==> src/hw/rtl/tccw_pkg.sv <==
`timescale 1ns / 1ps

package tccw_pkg;

    // operation codes
    localparam logic [1:0] OP_PUT   = 2'd0;
    localparam logic [1:0] OP_CLEAR = 2'd1;
    localparam logic [1:0] OP_READ  = 2'd2;

    // character codes
    localparam logic [7:0] CHAR_BS       = 8'h08;
    localparam logic [7:0] CHAR_TAB      = 8'h09;
    localparam logic [7:0] CHAR_LF       = 8'h0A;
    localparam logic [7:0] CHAR_CR       = 8'h0D;
    localparam logic [7:0] CHAR_BLANK    = 8'h20;
    localparam logic [7:0] CHAR_PRINT_LO = 8'h20;
    localparam logic [7:0] CHAR_PRINT_HI = 8'h7F;

    // attribute after reset
    localparam logic [7:0] RESET_ATTR = 8'h0F;

    // controller to datapath
    typedef struct packed {
        logic load;
        logic exec;
        logic sweep;
    } ctrl_cmd_t;

    // datapath to controller
    typedef struct packed {
        logic sweep_need;
        logic sweep_done;
    } dp_status_t;

endpackage

==> src/hw/rtl/tccw_ctrl.sv <==
`timescale 1ns / 1ps

module tccw_ctrl
    import tccw_pkg::*;
(
    input  logic       clk,
    input  logic       rst_n,
    input  logic       start,
    input  dp_status_t status,
    output ctrl_cmd_t  cmd,
    output logic       busy,
    output logic       done
);

    typedef enum logic [1:0] {
        S_INIT,
        S_IDLE,
        S_EXEC,
        S_SWEEP
    } state_t;

    state_t state_reg;
    state_t state_next;
    logic   busy_reg;
    logic   done_reg;
    logic   done_next;

    // next state
    always_comb
    begin
        state_next = state_reg;
        done_next  = 1'b0;
        case (state_reg)
            S_INIT:
            begin
                if (status.sweep_done)
                begin
                    state_next = S_IDLE;
                end
            end
            S_IDLE:
            begin
                if (start)
                begin
                    state_next = S_EXEC;
                end
            end
            S_EXEC:
            begin
                if (status.sweep_need)
                begin
                    state_next = S_SWEEP;
                end
                else
                begin
                    state_next = S_IDLE;
                    done_next  = 1'b1;
                end
            end
            S_SWEEP:
            begin
                if (status.sweep_done)
                begin
                    state_next = S_IDLE;
                    done_next  = 1'b1;
                end
            end
            default:
            begin
                state_next = S_IDLE;
            end
        endcase
    end

    // state and registered outputs
    always_ff @(posedge clk or negedge rst_n)
    begin
        if (!rst_n)
        begin
            state_reg <= S_INIT;
            busy_reg  <= 1'b1;
            done_reg  <= 1'b0;
        end
        else
        begin
            state_reg <= state_next;
            busy_reg  <= (state_next != S_IDLE);
            done_reg  <= done_next;
        end
    end

    // datapath commands
    always_comb
    begin
        cmd.load  = (state_reg == S_IDLE) && start;
        cmd.exec  = (state_reg == S_EXEC);
        cmd.sweep = (state_reg == S_SWEEP) || (state_reg == S_INIT);
    end

    assign busy = busy_reg;
    assign done = done_reg;

endmodule

==> config.mk <==
export PLATFORM = sky130hd
export DESIGN_NAME = tccw_ctrl
export DESIGN_NICKNAME = d
export VERILOG_FILES = /design/src/hw/rtl/tccw_pkg.sv /design/src/hw/rtl/tccw_ctrl.sv
export SDC_FILE = /design/constraint.sdc
export NUM_CORES = 1
export LEC_CHECK = 0
export ABC_AREA = 1
export BUFFER_PORTS_ARGS = -buffer_cell sky130_fd_sc_hd__clkbuf_2
export CORE_AREA = 2 2 39 41
export DETAILED_ROUTE_END_ITERATION = 12
export DIE_AREA = 0 0 41 43
export PLACE_DENSITY = 0.45
export SLEW_MARGIN = 25
export SYNTH_ARGS = -nofsm -noshare
export SYNTH_HDL_FRONTEND = slang
export SYNTH_SLANG_ARGS = --single-unit
==> constraint.sdc <==
create_clock -name clk -period 1.2 [get_ports clk]
set_input_delay 0 -clock clk [delete_from_list [all_inputs] [get_ports clk]]
set_output_delay 0 -clock clk [all_outputs]
set_load 0.01 [all_outputs]
==> key figures <==
Run status
  – Outcome: completed

Drt
  – Final WL: ~600 um
  – DRC Markers: 0
  – Initial drt markers: 1
  – Vias: 244
  – Vias per cell: 3.697
  – DRT Pass-1 Iters: 4
  – ANT nets after route: 0
  – Wirelength per Cell: 8.864 um

Cells and area
  – Fill cells: 151
  – Fin cells: 66
  – Flip-flop count of the largest register after layout: 2
  – Seq. cell area: 102.6 um2
  – Most frequent cells in the layout: clkbuf_2 (8), inv_1 (5), nand2_1 (5)
  – Commonest non-fill, non-tap cell in the layout: clkbuf_2
  – Area grow syn2layout: 87.05%
  – Antenna cells: 0
  – Final nets: 60
  – Core Util, Final: 0.3264
  – Proportion of layout cells with a drive suffix above 1: 0.5600
  – Multi-input logic area: approximately 150 um2

Min path
  – Hold EP: done$_DFF_PN0_
  – Hold/Removal Path Class: primary input to flop
  – Hold path depth: 3
  – HP Start: status[0]

Floorplanning
  – Core area: 0.001384 mm2
  – Die width: 41 um
  – Initial core utilization: 0.1745
  – Boundary Pins: 10
  – DIE AREA: 0.001763 mm2
  – Row cnt: 14
  – Die H: between 40 and 50 um

Clock tree
  – Num CTS Buffers: 3
  – H-tree depth: 1
  – Bufs on Longest Clock Path: 2
  – Clock Sink Count: 4
  – CTS root buf: clkbuf_4
  – Skew-Pair Late Insertion Delay: 230 ps
  – Clock transition at path regs: 40 ps
  – CTS tree: done

STA
  – Slew Viols, Final: 0
  – Maximum clock rate: 858.8 MHz
  – Hold Fails Final Rpt: 0
  – Worst-margin pin slew: around 160 ps
  – Post-layout min period: 1164 ps
  – Setup Viol. Count Final: 0
  – Worst setup margin: about 36 ps
  – Setup TNS: 0 ps
  – Slew margin rel.: 0.8925
  – Setup Skew: 1.158 ps
  – Setup repair after global routing missed its margin: true
  – Tcrit/Tclk final: 0.9704

Pwr
  – Psw: 0.4992 mW
  – Switching Fraction: 0.3905
  – Clock Power Share: 0.143
  – Maximum vdd drop: 0.0007274 V
  – Part of the power in registers: 0.214
  – Leak Pwr: 0.2342 nW
  – Internal power: 0.7791 mW
  – Combinational share of power: 0.643
  – PD cells: 2830 mW/mm2

Synth
  – Syn Inst Count: 29
  – Register bit total from synthesis: 4
  – Avg Inst Size Synth: 8.327 um2
  – Count of cell types in the netlist: 11
  – Seq/Total Area, Yosys: 0.4197
  – Mux contribution to synthesized area: 0
  – Largest family of logic cells by synthesized area: adder cells
  – Post-Synth Simple-Gate Area: 0.1451
  – Synth Area in Compound Gates: 0.1192
  – Post-Synth Adder-Cell Area: 0.2073
  – Synth warn: 0
  – Syn Nets: 38
  – Post-synthesis cell area: ~240 um2
  – XOR/XNOR Fraction of Synth Area: 0

Global routing
  – Initial antenna violation count: 0
  – First-pass GRT wire length: 779 um
  – GRT overflow: 0
  – Largest net degree at the start of global routing: 6
  – Total GRT Usage: 0.06956
  – Vias in the first global route: 209

Place
  – PortBufs: 9
  – RePlAce Congestion: 0.7044
  – HPWL after DPL: slightly above 400 um
  – Placed insts: 56
  – Post-Place Setup Slack: about 37 ps

Flow run
  – Max-cap violations: 0

Worst setup path
  – R2r setup slk: 40 ps
  – Worst reg-to-reg path cell count: 5
  – CP required: 1200 ps
  – CP endpoint kind: primary output
  – FF-to-FF End: busy$_DFF_PN1_
  – Largest fanout on the critical path: 3
  – Crit Reg-Reg Startpoint: state_reg[1]$_DFF_PN0_
  – Crit path DAT: 1160 ps
  – Critical path type: flop to primary output
  – CP Launch Type: flop
==> worst max path at each step <==
stage,startpoint,endpoint,slack [ps],cells past startpoint
after floorplan,state_reg[0]$_DFF_PN0_,busy$_DFF_PN1_,60,5
after global placement,state_reg[0]$_DFF_PN0_,busy$_DFF_PN1_,10,5
after detailed placement,state_reg[0]$_DFF_PN0_,busy$_DFF_PN1_,40,5
after CTS,state_reg[0]$_DFF_PN0_,cmd[2],6,5
after global routing,state_reg[1]$_DFF_PN0_,busy$_DFF_PN1_,-7,5
final,state_reg[1]$_DFF_PN0_,cmd[0],40,3
==> power by group through the flow <==
stage / Sequential [mW] / Combinational, mW / Clock (mW)
6_report: 0.273 / 0.822 / 0.183
5_1_grt: 0.283 / 0.906 / 0.207
4_1_cts: 0.259 / 0.550 / 0.192
3_5_place_dp: 0.260 / 0.544 / 0
3_3_place_gp: 0.263 / 0.545 / 0
2_1_floorplan: 0.274 / 0.328 / 0
==> routing by layer <==
metal  share of wire  up-vias  track usage  routed length [um]
met5               0        -            0                   0
met4               0        0      0.04000                   0
met3           0.079        0      0.04712                  46
met2            0.47        6       0.1000                 276
met1            0.45      108      0.07166                 262
li1                -      130            -                   -
==> metrics by stage <==
stage / power, mW / hold slack [ps] / cell area (um2)
global route: 1.396 / 75.79 / 451.7
finish: 1.278 / 49.75 / 451.7
global placement: 0.8085 / -184.1 / 321.6
detailed placement: 0.8040 / -185.2 / 321.6
floorplan: 0.6012 / -295.6 / 241.5
CTS: 1.001 / 33.92 / 367.9
==> timing repair <==
action / in CTS / in global routing
endpoints found under the hold margin: 5 / 0
hold buffers: 2 / 0
setup buffers: 0 / 4
resized for setup: 0 / 14
setup endpoints to repair: 0 / 4
==> logic make-up after synthesis <==
group | Yosys count
buf+inv | 7
flops | 4
compound gates | 5
fa+ha+maj | 4
simple gates | 9
==> synth_stat cells <==
cell type | instances | area (um2)
dfstp_2 | 1 | 26.28
a21oi_2 | 1 | 8.760
dfrtp_1 | 3 | 75.07
nand2_1 | 6 | 22.52
nor2_1 | 2 | 7.510
ha_1 | 4 | 50.05
o21ai_0 | 1 | 5.000
a21oi_1 | 2 | 10.01
o21ai_1 | 1 | 5.000
nand3_1 | 1 | 5.000
inv_1 | 7 | 26.28
==> final cells by class <==
class | count | area share
multi-input cells | 18 | 0.3296
well taps | 16 | 0.04432
inverters | 7 | 0.05817
repair buffers | 17 | 0.2825
clock buffers | 4 | 0.05817
flip-flops and latches | 4 | 0.2271
==> worst max-delay path: stages (launching register included) <==
cell and delay [ps]:
dfrtp_1 410, buf_6 140, ha_4 260, clkbuf_2 120
No activity file was read; power rests on OpenSTA's default activity.
